## config.mk

```make
export PLATFORM = sky130hd
export DESIGN_NAME = poly1305_mac_engine_core
export DESIGN_NICKNAME = d
export VERILOG_FILES = /design/src/polymac_pkg.sv /design/src/poly1305_mac_engine_core.sv
export SDC_FILE = /design/constraint.sdc
export NUM_CORES = 2
export LEC_CHECK = 0
export ABC_CLOCK_PERIOD_IN_PS = 36400
export BUFFER_PORTS_ARGS = -buffer_cell sky130_fd_sc_hd__buf_4
export CAP_MARGIN = 20
export CORE_MARGIN = 1
export CORE_UTILIZATION = 45
export CTS_CLUSTER_DIAMETER = 60
export DETAILED_ROUTE_END_ITERATION = 8
export GPL_ROUTABILITY_DRIVEN = 0
export HOLD_SLACK_MARGIN = 0.03
export SYNTH_ARGS = -nofsm -noshare
export SYNTH_HDL_FRONTEND = slang
export SYNTH_SLANG_ARGS = --single-unit
```

## constraint.sdc

```tcl
create_clock -name clk -period 36.4 [get_ports clk]
set_clock_uncertainty 0.15 [all_clocks]
set_input_delay 10.92 -clock clk [delete_from_list [all_inputs] [get_ports clk]]
set_output_delay 10.92 -clock clk [all_outputs]
set_load 0.005 [all_outputs]
```

## src/polymac_pkg.sv

```systemverilog
// Shared types and constants for the Poly1305 MAC engine.
// No dependencies; imported by poly1305_mac_engine_core.
`default_nettype none

package polymac_pkg;

  localparam int LIMB_W   = 26;               // radix-2^26 limb
  localparam int NLIMB    = 5;                // limbs in a 130-bit value
  localparam int ACC_W    = LIMB_W * NLIMB;   // 130
  localparam int H_W      = LIMB_W + 1;       // accumulator limb plus message limb
  localparam int R5_W     = LIMB_W + 3;       // 5 * r limb
  localparam int PROD_W   = H_W + R5_W;       // one partial product
  localparam int D_W      = 60;               // column sum of five products plus carries
  localparam int CARRY_W  = D_W - LIMB_W;
  localparam int BLK_BYTES = 16;
  localparam int BLK_W    = 8 * BLK_BYTES + 1; // block plus the appended one bit
  localparam int CNT_W    = 4;                // pending bytes 0..15
  localparam int ABS_N_W  = 5;                // absorbed block length 1..16
  localparam int CFG_W    = 64;
  localparam int CFG_IDX_W = 2;
  localparam int TAG_W    = 128;

  localparam logic [CFG_W-1:0] R_LOW_CLAMP  = 64'h0fff_fffc_0fff_ffff;
  localparam logic [CFG_W-1:0] R_HIGH_CLAMP = 64'h0fff_fffc_0fff_fffc;

  localparam logic [CFG_IDX_W-1:0] CFG_R_LOW  = 2'd0;
  localparam logic [CFG_IDX_W-1:0] CFG_R_HIGH = 2'd1;
  localparam logic [CFG_IDX_W-1:0] CFG_S_LOW  = 2'd2;
  localparam logic [CFG_IDX_W-1:0] CFG_S_HIGH = 2'd3;

  typedef enum logic [2:0] {
    ST_IDLE,   // take byte transfers
    ST_LOAD,   // form the block, add it to the accumulator, latch clamped r
    ST_MUL,    // 25 limb products through the shared multiplier
    ST_CARRY,  // three carry passes, one limb per cycle
    ST_FINAL,  // conditional subtract of the prime
    ST_TAG     // add s and hand the tag to the output register
  } state_t;

endpackage

`default_nettype wire

```

## src/poly1305_mac_engine_core.sv

```systemverilog
// Poly1305 MAC engine top level: byte stream in, 128-bit tag out.
// Depends on polymac_pkg for limb widths, register indexes and the state type.
`default_nettype none

// Message bytes arrive one per transfer on the in_ stream and are taken one
// per cycle while the engine is idle and the 16-byte block buffer fills. When
// a block is full, or when a transfer with in_tlast closes a message with a
// partial block pending, the block is absorbed and in_tready drops while the
// block is formed and added into the accumulator, a single shared 27x29-bit
// multiplier produces the 25 limb products of the radix-2^26 multiply,
// carries propagate one limb per cycle, and the final subtract of 2^130-5
// is made. A closing transfer adds a tag step in which s is added and the
// tag is loaded into the output register once that register is free; the
// tag then waits there on the out_ stream while the next message's bytes
// are already taken. A transfer with in_tuser low and in_tlast high closes a
// message without a byte (empty messages give tag = s). Key registers are to
// be written through cfg_ only while the engine is idle; the user is bound to
// this and the block itself does not enforce it. r is clamped internally.
module poly1305_mac_engine_core (
  input  wire                                 clk,
  input  wire                                 rst_n,
  // configuration write port
  input  wire                                 cfg_we,
  input  wire  [polymac_pkg::CFG_IDX_W-1:0]   cfg_index,
  input  wire  [polymac_pkg::CFG_W-1:0]       cfg_wdata,
  // byte stream
  input  wire                                 in_tvalid,
  output logic                                in_tready,
  input  wire  [7:0]                          in_tdata,  // [7:0] data_byte
  input  wire                                 in_tuser,  // [0] has_byte
  input  wire                                 in_tlast,  // last
  // tag stream
  output logic                                out_tvalid,
  input  wire                                 out_tready,
  output logic [polymac_pkg::TAG_W-1:0]       out_tdata  // [63:0] tag_low, [127:64] tag_high
);

  import polymac_pkg::*;

  // control state
  state_t                state_r, state_nxt;
  logic [CNT_W-1:0]      cnt_r, cnt_nxt;
  logic                  last_pend_r, last_pend_nxt;
  logic [2:0]            i_r, i_nxt;
  logic [2:0]            j_r, j_nxt;
  logic                  issue_done_r, issue_done_nxt;
  logic                  prod_v_r, prod_v_nxt;
  logic                  prod_last_r, prod_last_nxt;
  logic                  prod_col_last_r, prod_col_last_nxt;
  logic [2:0]            k_r, k_nxt;
  logic [1:0]            pass_r, pass_nxt;
  logic                  out_valid_r, out_valid_nxt;
  logic [ACC_W-1:0]      acc_r, acc_nxt;

  // key registers
  logic [CFG_W-1:0]      r_low_r, r_low_nxt;
  logic [CFG_W-1:0]      r_high_r, r_high_nxt;
  logic [CFG_W-1:0]      s_low_r, s_low_nxt;
  logic [CFG_W-1:0]      s_high_r, s_high_nxt;

  // datapath
  logic [7:0]            blk_buf_r [BLK_BYTES];
  logic [ABS_N_W-1:0]    abs_n_r, abs_n_nxt;
  logic [H_W-1:0]        h_r [NLIMB];
  logic [H_W-1:0]        h_nxt [NLIMB];
  logic [LIMB_W-1:0]     r_lat_r [NLIMB];
  logic [LIMB_W-1:0]     r_lat_nxt [NLIMB];
  logic [D_W-1:0]        d_r [NLIMB];
  logic [D_W-1:0]        d_nxt [NLIMB];
  logic [D_W-1:0]        dacc_r, dacc_nxt;
  logic [PROD_W-1:0]     prod_r, prod_nxt;
  logic [TAG_W-1:0]      tag_r, tag_nxt;

  // helpers
  logic                  in_fire;
  logic [ABS_N_W-1:0]    cnt_new;
  logic [BLK_W-1:0]      blk;
  logic [127:0]          r_clamp;
  logic [2:0]            ridx;
  logic [LIMB_W-1:0]     r_base;
  logic [R5_W-1:0]       r_sel;
  logic [D_W-1:0]        col_sum;
  logic [CARRY_W-1:0]    carry;
  logic [D_W-1:0]        carry_add;
  logic [ACC_W-1:0]      v;
  logic [ACC_W:0]        g;

  assign in_tready  = (state_r == ST_IDLE);
  assign in_fire    = in_tvalid && in_tready;
  assign out_tvalid = out_valid_r;
  assign out_tdata  = tag_r;
  assign cnt_new    = ABS_N_W'(cnt_r) + ABS_N_W'(in_tuser);

  // block assembly: bytes below the length, then the 0x01 marker, then zeros
  always_comb begin
    for (int b = 0; b < BLK_BYTES; b++) begin
      if (ABS_N_W'(b) < abs_n_r) begin
        blk[8*b +: 8] = blk_buf_r[b];
      end else if (ABS_N_W'(b) == abs_n_r) begin
        blk[8*b +: 8] = 8'h01;
      end else begin
        blk[8*b +: 8] = 8'h00;
      end
    end
    blk[BLK_W-1] = (abs_n_r == ABS_N_W'(BLK_BYTES));
  end

  assign r_clamp = {r_high_r & R_HIGH_CLAMP, r_low_r & R_LOW_CLAMP};

  // operand select for the shared multiplier: column j takes h[i] * r[j-i],
  // with the wrapped terms scaled by 5 (2^130 = 5 mod p)
  always_comb begin
    if (j_r >= i_r) begin
      ridx = j_r - i_r;
    end else begin
      ridx = j_r + 3'd5 - i_r;
    end
    r_base = r_lat_r[ridx];
    if (i_r > j_r) begin
      r_sel = R5_W'({r_base, 2'b00}) + R5_W'(r_base);
    end else begin
      r_sel = R5_W'(r_base);
    end
    prod_nxt = PROD_W'(h_r[i_r]) * PROD_W'(r_sel);
  end

  assign col_sum   = dacc_r + D_W'(prod_r);
  assign carry     = d_r[0][D_W-1:LIMB_W];
  assign carry_add = (k_r == 3'd4) ? (D_W'({carry, 2'b00}) + D_W'(carry)) : D_W'(carry);

  always_comb begin
    for (int n = 0; n < NLIMB; n++) begin
      v[LIMB_W*n +: LIMB_W] = d_r[n][LIMB_W-1:0];
    end
    g = {1'b0, v} + (ACC_W+1)'(5);
  end

  // next state and datapath
  always_comb begin
    state_nxt         = state_r;
    cnt_nxt           = cnt_r;
    last_pend_nxt     = last_pend_r;
    i_nxt             = i_r;
    j_nxt             = j_r;
    issue_done_nxt    = issue_done_r;
    prod_v_nxt        = 1'b0;
    prod_last_nxt     = 1'b0;
    prod_col_last_nxt = 1'b0;
    k_nxt             = k_r;
    pass_nxt          = pass_r;
    acc_nxt           = acc_r;
    abs_n_nxt         = abs_n_r;
    dacc_nxt          = dacc_r;
    tag_nxt           = tag_r;
    r_low_nxt         = r_low_r;
    r_high_nxt        = r_high_r;
    s_low_nxt         = s_low_r;
    s_high_nxt        = s_high_r;
    for (int n = 0; n < NLIMB; n++) begin
      h_nxt[n]     = h_r[n];
      r_lat_nxt[n] = r_lat_r[n];
      d_nxt[n]     = d_r[n];
    end

    // drop the tag once taken
    out_valid_nxt = out_valid_r && !out_tready;

    if (cfg_we) begin
      unique case (cfg_index)
        CFG_R_LOW:  r_low_nxt  = cfg_wdata;
        CFG_R_HIGH: r_high_nxt = cfg_wdata;
        CFG_S_LOW:  s_low_nxt  = cfg_wdata;
        CFG_S_HIGH: s_high_nxt = cfg_wdata;
        default:    ;
      endcase
    end

    unique case (state_r)
      ST_IDLE: begin
        if (in_fire) begin
          if (in_tuser && (cnt_r == CNT_W'(BLK_BYTES - 1))) begin
            // full block: absorb, then close if this was the last byte
            abs_n_nxt     = ABS_N_W'(BLK_BYTES);
            cnt_nxt       = '0;
            last_pend_nxt = in_tlast;
            state_nxt     = ST_LOAD;
          end else if (in_tlast) begin
            cnt_nxt = '0;
            if (cnt_new != '0) begin
              abs_n_nxt     = cnt_new;
              last_pend_nxt = 1'b1;
              state_nxt     = ST_LOAD;
            end else begin
              state_nxt = ST_TAG;
            end
          end else begin
            cnt_nxt = cnt_new[CNT_W-1:0];
          end
        end
      end

      ST_LOAD: begin
        for (int n = 0; n < NLIMB - 1; n++) begin
          h_nxt[n]     = H_W'(acc_r[LIMB_W*n +: LIMB_W]) + H_W'(blk[LIMB_W*n +: LIMB_W]);
          r_lat_nxt[n] = r_clamp[LIMB_W*n +: LIMB_W];
        end
        h_nxt[NLIMB-1]     = H_W'(acc_r[ACC_W-1:LIMB_W*(NLIMB-1)])
                           + H_W'(blk[BLK_W-1:LIMB_W*(NLIMB-1)]);
        r_lat_nxt[NLIMB-1] = LIMB_W'(r_clamp[127:LIMB_W*(NLIMB-1)]);
        i_nxt          = '0;
        j_nxt          = '0;
        issue_done_nxt = 1'b0;
        dacc_nxt       = '0;
        state_nxt      = ST_MUL;
      end

      ST_MUL: begin
        // issue one product per cycle
        if (!issue_done_r) begin
          prod_v_nxt        = 1'b1;
          prod_last_nxt     = (i_r == 3'd4);
          prod_col_last_nxt = (i_r == 3'd4) && (j_r == 3'd4);
          if (i_r == 3'd4) begin
            i_nxt = '0;
            if (j_r == 3'd4) begin
              issue_done_nxt = 1'b1;
            end else begin
              j_nxt = j_r + 3'd1;
            end
          end else begin
            i_nxt = i_r + 3'd1;
          end
        end
        // accumulate the registered product; shift a finished column in
        if (prod_v_r) begin
          if (prod_last_r) begin
            for (int n = 0; n < NLIMB - 1; n++) begin
              d_nxt[n] = d_r[n+1];
            end
            d_nxt[NLIMB-1] = col_sum;
            dacc_nxt       = '0;
            if (prod_col_last_r) begin
              k_nxt     = '0;
              pass_nxt  = '0;
              state_nxt = ST_CARRY;
            end
          end else begin
            dacc_nxt = col_sum;
          end
        end
      end

      ST_CARRY: begin
        // rotate the limbs so the working limb is always at the head
        d_nxt[0] = d_r[1] + carry_add;
        d_nxt[1] = d_r[2];
        d_nxt[2] = d_r[3];
        d_nxt[3] = d_r[4];
        d_nxt[4] = D_W'(d_r[0][LIMB_W-1:0]);
        if (k_r == 3'd4) begin
          k_nxt = '0;
          if (pass_r == 2'd2) begin
            state_nxt = ST_FINAL;
          end else begin
            pass_nxt = pass_r + 2'd1;
          end
        end else begin
          k_nxt = k_r + 3'd1;
        end
      end

      ST_FINAL: begin
        acc_nxt = g[ACC_W] ? g[ACC_W-1:0] : v;
        state_nxt = last_pend_r ? ST_TAG : ST_IDLE;
      end

      ST_TAG: begin
        // hold until the output register is free
        if (!out_valid_r || out_tready) begin
          tag_nxt       = acc_r[TAG_W-1:0] + {s_high_r, s_low_r};
          out_valid_nxt = 1'b1;
          acc_nxt       = '0;
          last_pend_nxt = 1'b0;
          state_nxt     = ST_IDLE;
        end
      end

      default: state_nxt = ST_IDLE;
    endcase
  end

  always_ff @(posedge clk) begin
    if (!rst_n) begin
      state_r         <= ST_IDLE;
      cnt_r           <= '0;
      last_pend_r     <= 1'b0;
      i_r             <= '0;
      j_r             <= '0;
      issue_done_r    <= 1'b0;
      prod_v_r        <= 1'b0;
      prod_last_r     <= 1'b0;
      prod_col_last_r <= 1'b0;
      k_r             <= '0;
      pass_r          <= '0;
      out_valid_r     <= 1'b0;
      acc_r           <= '0;
      r_low_r         <= '0;
      r_high_r        <= '0;
      s_low_r         <= '0;
      s_high_r        <= '0;
    end else begin
      state_r         <= state_nxt;
      cnt_r           <= cnt_nxt;
      last_pend_r     <= last_pend_nxt;
      i_r             <= i_nxt;
      j_r             <= j_nxt;
      issue_done_r    <= issue_done_nxt;
      prod_v_r        <= prod_v_nxt;
      prod_last_r     <= prod_last_nxt;
      prod_col_last_r <= prod_col_last_nxt;
      k_r             <= k_nxt;
      pass_r          <= pass_nxt;
      out_valid_r     <= out_valid_nxt;
      acc_r           <= acc_nxt;
      r_low_r         <= r_low_nxt;
      r_high_r        <= r_high_nxt;
      s_low_r         <= s_low_nxt;
      s_high_r        <= s_high_nxt;
    end
  end

  // payload registers, no reset
  always_ff @(posedge clk) begin
    if (in_fire && in_tuser) begin
      blk_buf_r[cnt_r] <= in_tdata;
    end
    abs_n_r <= abs_n_nxt;
    dacc_r  <= dacc_nxt;
    prod_r  <= prod_nxt;
    tag_r   <= tag_nxt;
    for (int n = 0; n < NLIMB; n++) begin
      h_r[n]     <= h_nxt[n];
      r_lat_r[n] <= r_lat_nxt[n];
      d_r[n]     <= d_nxt[n];
    end
  end

  // a sixteenth byte always starts an absorb
  a_full_block_absorbs: assert property (@(posedge clk) disable iff (!rst_n)
    (in_fire && in_tuser && (cnt_r == CNT_W'(BLK_BYTES - 1))) |=> (state_r == ST_LOAD))
    else $error("full block did not start an absorb");

  // products are only in flight during the multiply phase
  a_prod_in_mul: assert property (@(posedge clk) disable iff (!rst_n)
    prod_v_r |-> (state_r == ST_MUL))
    else $error("product valid outside multiply phase");

  // column accumulator is empty once all columns are shifted out
  a_dacc_clear: assert property (@(posedge clk) disable iff (!rst_n)
    (state_r == ST_CARRY) |-> (dacc_r == '0))
    else $error("column accumulator not cleared");

  // no bytes are pending while a block is being reduced
  a_cnt_clear_final: assert property (@(posedge clk) disable iff (!rst_n)
    (state_r == ST_FINAL) |-> (cnt_r == '0))
    else $error("byte count not cleared during absorb");

  // a tag only appears from the tag state
  a_tag_source: assert property (@(posedge clk) disable iff (!rst_n)
    $rose(out_valid_r) |-> $past(state_r == ST_TAG))
    else $error("tag valid raised outside tag state");

endmodule

`default_nettype wire

```

After elaboration in Yosys (flattened, before gate mapping):

Memory sizes are Yosys's and may differ from the RTL's. A register that Yosys moved wholly into a read port is not among the register bits.
Index checks and enable logic that the tools add are counted.
W data, S select, Z words.

* register bits: 651
* bits in latches: 0
* RAM bits: 693
* ROM bits: 0
* input bits: 81
* output and inout bits: 130
* logic and storage cells: 240
* memories kept: 4

* add/sub/neg operators: 19
* $mul: 1
* div/mod/pow operators: 0
* order comparisons: 18
* equal/unequal tests: 43
* shift-type cells: 0
* muxes and demuxes: 97
* bitwise operators: 2
* reductions and logical operators: 35

Memories
* d_r: words 5, bits a word 60, read ports 5, clocked after memory_dff 0, wr ports 5, line poly1305_mac_engine_core.sv:68 `logic [D_W-1:0] d_r [NLIMB];`
* h_r: words 5, bits a word 27, read ports 1, clocked after memory_dff 1, wr ports 5, line poly1305_mac_engine_core.sv:64 `logic [H_W-1:0] h_r [NLIMB];`
* r_lat_r: words 5, bits a word 26, read ports 1, clocked after memory_dff 0, wr ports 5, line poly1305_mac_engine_core.sv:66 `logic [LIMB_W-1:0] r_lat_r [NLIMB];`
* blk_buf_r: words 16, bits a word 8, read ports 16, clocked after memory_dff 0, wr ports 1, line poly1305_mac_engine_core.sv:62 `logic [7:0] blk_buf_r [BLK_BYTES];`

Operators by type and width (number)
* $mux W300: 2
* $pmux W300 S2: 1
* $mux W130: 3
* $pmux W130 S2: 1
* $mux W135: 1
* $add A130 B3 Y131 const B: 1
* $add A128 B128 Y128: 1
* $mux W8: 16
* $mux W60: 2
* $pmux W60 S2: 1
* $add A26 B26 Y27: 4
* $mux W3: 23
* $add A60 B37 Y60: 1
* $add A60 B56 Y60: 1
* $mul A27 B29 Y56: 1
* $eq A4 B5 Y1 const A: 8
* $lt A4 B5 Y1 const A: 8
* $add A36 B34 Y37: 1
* $mux W37: 1
* $add A28 B26 Y29: 1
* $mux W1: 29
* $mux W29: 1
* $add A26 B25 Y27: 1
* $eq A3 B5 Y1 const A: 4
* 45 further kinds: 102

Longest topological paths before layout:

* depth in word-level cells: 7
* mapped depth: 56
* depth with buffers taken out: 53

Least setup slack after synthesis:

Ideal clock, no wire load.

* path kind: input to register
* from: input port out_tready
* to: register acc_r[1]
* library setup time: 0.115 ns
* arrival time: 18.139 ns
* data required time: 36.135 ns
* slack: 17.997 ns
* stages: 8
* path buffers: 2
* cell sequence: nand2b_1 nor2b_1 nor2_1 clkbuf_1 clkbuf_1 nand2_1 o21ai_0 and2_1

* cells in the longest elaborated chain, start to end: 3

RTL lines
* start: declaration: line poly1305_mac_engine_core.sv:34 `input wire out_tready,`
* $logic_or A1 B1 Y1: line poly1305_mac_engine_core.sv:279 `if (!out_valid_r || out_tready) begin`
* $ne A2 B2 Y1 (no source line)
* $reduce_and A2 Y1 (no source line)
* end signal: assignment: line poly1305_mac_engine_core.sv:324 `acc_r <= acc_nxt;`
* end: declaration: line poly1305_mac_engine_core.sv:53 `logic [ACC_W-1:0] acc_r, acc_nxt;`

Every way passes these cells.
A chain may end at the register's enable or synchronous reset.

Worst setup path after layout:

* from: register i_r[1]
* to: register prod_r[55]

* cells in the longest elaborated chain, start to end: 6
* elaborated cells on any way between the ends: 9
* those cells by class: add/sub (3); mul (1); order compare (2); mux (2); memory (1)

RTL lines
* start: declaration: line poly1305_mac_engine_core.sv:44 `logic [2:0] i_r, i_nxt;`
* start signal: assignment: line poly1305_mac_engine_core.sv:315 `i_r <= i_nxt;`
* $sub A3 B3 Y3 (tied with other cells): line poly1305_mac_engine_core.sv:116 `ridx = j_r + 3'd5 - i_r;`
* $mux W3: line poly1305_mac_engine_core.sv:113 `if (j_r >= i_r) begin`
* $mem_v2 Z5 W26
* $add A28 B26 Y29: line poly1305_mac_engine_core.sv:120 `r_sel = R5_W'({r_base, 2'b00}) + R5_W'(r_base);`
* $mux W29 *: line poly1305_mac_engine_core.sv:119 `if (i_r > j_r) begin`
* $mul A27 B29 Y56 *: line poly1305_mac_engine_core.sv:124 `prod_nxt = PROD_W'(h_r[i_r]) * PROD_W'(r_sel);`
* named net prod_nxt[55]: line poly1305_mac_engine_core.sv:71 `logic [PROD_W-1:0] prod_r, prod_nxt;`
* end signal: assignment: line poly1305_mac_engine_core.sv:339 `prod_r <= prod_nxt;`
* end: declaration: line poly1305_mac_engine_core.sv:71

Mark *: on every way through the listed nets, which the timed path passes. The rest lies on a longest branch.

==> impl_results.md <==
- Count of mapped cells out of synthesis: 9,409
- Top-area cell type share of the netlist area: 27.9%
- Post-synth ARST share: 0%
- PostCTS Resize Cnt: 0
- Number of setup violations in the final report: 0
- Post-layout instance count excluding filler cells: 12,300
- Fraction of the yosys area taken by sequential cells: 37.5%
- Class of the most critical hold timing path: flip-flop to flip-flop
- Total detailed-routing wirelength: 322,000 microns
- Final Hold Violating Endpoints: 0
- Path length in cells of the critical path: 53
- Crit path buf inv count: 12
- Dominant delay contributor by cell family on the critical path: adder cells
- Maximum number of pins on one net before global-route repair: 217
- Dominant cell type by area after synthesis: edfxtp_1
- Status: complete, no violations
- Largest buffer count on any clock path: 3
- Number of input and output port buffers inserted: 210
- Count of maximum capacitance violations: 0
- Post-detailed-route via-to-cell ratio: 5.90
- Kind of start point of the critical path: flip-flop
- Total via count after detailed routing: 72,600
- Depth of the worst register-to-register path: 53
- Highest metal layer with signal wires: met5
- Core footprint: 205,000 sq um
- Final TNS setup: 0 ns
- Drt initial violations: 8,590
- Num CTS Buffers: 152
- I/O pin count: 211
- Routed met1 length: 130,000 microns
- # H-tree levels: 4
- Slowest library cell on the worst path: fa_1
- Drt pass-1 iters: 6
- Layout Nets: 10,800
- Worst skew pair latency: 0.83 ns
- Number of hold buffers added after CTS: 0
- Met2 Wirelength: 139,000 microns
- Tot GR Track Use: 30.5%
- RSZ-0062 raised after global routing: no
- Cell Count Post-Placement: 12,000
- CP Capture Type: flip-flop
- Synth-to-Final Area Change: 10.2%
- WL per Instance: 26.2 microns
- Reg clk slew, reported paths: 0.06 ns
- Height of the die: 456 microns
- Number of antenna violations at the first check in global routing: 25
- Netlist area before placement: 92,900 sq um
- Post-synthesis sequential element count: 1,309
- Required @ worst endpoint: 36.93 ns
- Worst Tran Pin Value: 1.22 ns
- TritonCTS clock tree: done
- Part of the cycle the worst path needs: 41.1%
- Post-CTS Repair Setup Buffers: 0
- Total congestion overflow after global routing: 0
- Routed Antenna Nets: 0
- Fraction of final layout cells with drive strength greater than 1: 7.84%
- Worst Hold Endpoint: d_r[0][219]
- Residual DRC: 0
- Data arrival time at the worst-slack endpoint: 15.51 ns
- Reg-to-reg endpoint: prod_r[55]
- Count of flip-flops with a built-in enable after synthesis: 862
- Fmax achieved: 0.0668 GHz
- Mapped Nets: 10,800
- FILL cells: 18,700
- Dominant register cell in the synthesized netlist: edfxtp_1
- Half-perimeter wire length after detailed placement: 244,000 microns
- Length of routed met3 wiring: 34,300 microns
- Root Buffer Master: clkbuf_16
- Top area cells in the synthesized netlist: edfxtp_1, fa_1, dfxtp_1, ha_1, nand2_1
- Number of clock sinks seen by CTS: 1,309
- Initial cell density of the core: 45.4%
- Classification of the worst setup path: flip-flop to flip-flop
- Stage delay of the slowest cell on the critical path: 0.59 ns
- R2R setup slack: 21.42 ns
- Critical path peak fanout: 44
- Via count of the first global-routing pass: 70,800
- Pins over their slew limit: 0
- Most common cell in the netlist: nand2_1
- Total of warnings raised by yosys: 0
- Cell variety after synth: 100
- Beginning of the worst hold path: d_r[0][279]
- Cell row count: 166
- Critical R2R Launch: i_r[1]
- Top cells by count, synth: nand2_1, inv_1, edfxtp_1
- X dimension of the die: 456 microns
- Worst-case headroom to the max-slew limit: 18.6%
- Cells on Worst Hold Path: 0
- Synthesized area per cell: 9.87 sq um
- Total die area: 208,000 sq um
- Final worst path period need: 14.98 ns
- Wire length of the first global-routing pass: 468,000 microns
[logic make-up after synthesis]
group                      after synthesis  synth area share (%)
AOI/OAI and AO/OA                     1893                  13.2
adders and majority gates             1301                  23.1
muxes                                  125                  1.87
and+or+nand+nor                       2993                  14.5
DFF                                   1309                  37.5
xor gates and xnor gates               456                  4.31
buffers and inverters                 1332                  5.53
[sequential cells by signal (all words and copies together), names as in the netlist, 4 cells and up, named ones only]
signal,cells
abs_n_r,5
acc_r,130
blk_buf_r,128
cnt_r,4
d_r,300
dacc_r,60
h_r,135
out_tdata,128
prod_r,56
r_high_r,52
r_lat_r,106
r_low_r,54
s_high_r,64
s_low_r,64
[stage by stage]
stage	hold slack [ns]	setup WS (ns)	area [sq um]	utilization (%)
after floorplan	0.250	18.00	92900	-
after global placement	0.251	21.90	97200	47.5
after detailed placement	0.255	21.72	97200	47.5
after CTS	0.259	21.69	102000	50.0
after global routing	0.272	20.71	102000	50.0
final	0.268	21.42	102000	50.0
[worst max path at each step]
stage | start | endpoint | slack [ns]
after global placement | i_r[1] | prod_r[55] | 21.90
final | i_r[1] | prod_r[55] | 21.42
after global routing | i_r[1] | prod_r[55] | 20.71
after detailed placement | i_r[1] | prod_r[55] | 21.72
after floorplan | out_tready | acc_r[1] | 18.00
after CTS | i_r[1] | prod_r[55] | 21.69
[layer usage]
| layer | global-route usage, % | vias up |
|---|---|---|
| met4 | 15.3 | 12 |
| met2 | 45.7 | 3661 |
| met1 | 40.5 | 36000 |
| li1 | - | 32100 |
| met5 | 0 | - |
| met3 | 8.46 | 751 |
[cell usage in the layout, fill, tap and decap left out, types with 30 or more instances in the layout]
cell       count
xnor2_1      282
mux4_2        34
inv_1        922
ha_1         616
a21oi_1      518
o21ai_0      338
o31ai_1       30
a21boi_0     258
a211oi_1      33
edfxtp_1     862
or2_2         31
a21o_1       226
a31oi_1       47
o21a_1        56
xor2_1       172
mux2_2        41
nor2b_1      264
nand2b_1      62
and3_1        42
nand3_1      128
fa_1         685
nand2_1     1384
nand4_1      126
clkbuf_16    155
nor3_1        93
nor2_1       629
dfxtp_1      444
a22oi_1      138
buf_4        306
o21bai_1      71
and2_1       120
[worst reg2reg max path: cells and delay by family, from the launching register on]
family	cells	cell delay, ns
fa+ha+maj	11	4.95
compound gates	17	4.45
buf+inv	12	2.23
simple gates	8	1.40
mux	3	1.00
flops	1	0.41
xor+xnor	2	0.30
[cell type report]
class                   count  area [sq um]  area share (%)
repair buffers            312          2400            2.35
flip-flops and latches   1309         34800            34.0
diodes                     13          32.5          0.0318
clock buffers             199          4200            4.11
clock inverters            85           905           0.883
multi-input cells        6768         53200            51.9
well taps                2688          3360            3.28
inverters                 923          3470            3.39
Power is not shown: default switching activity piles up to over one toggle a cycle in this logic, so the estimate is an artifact.
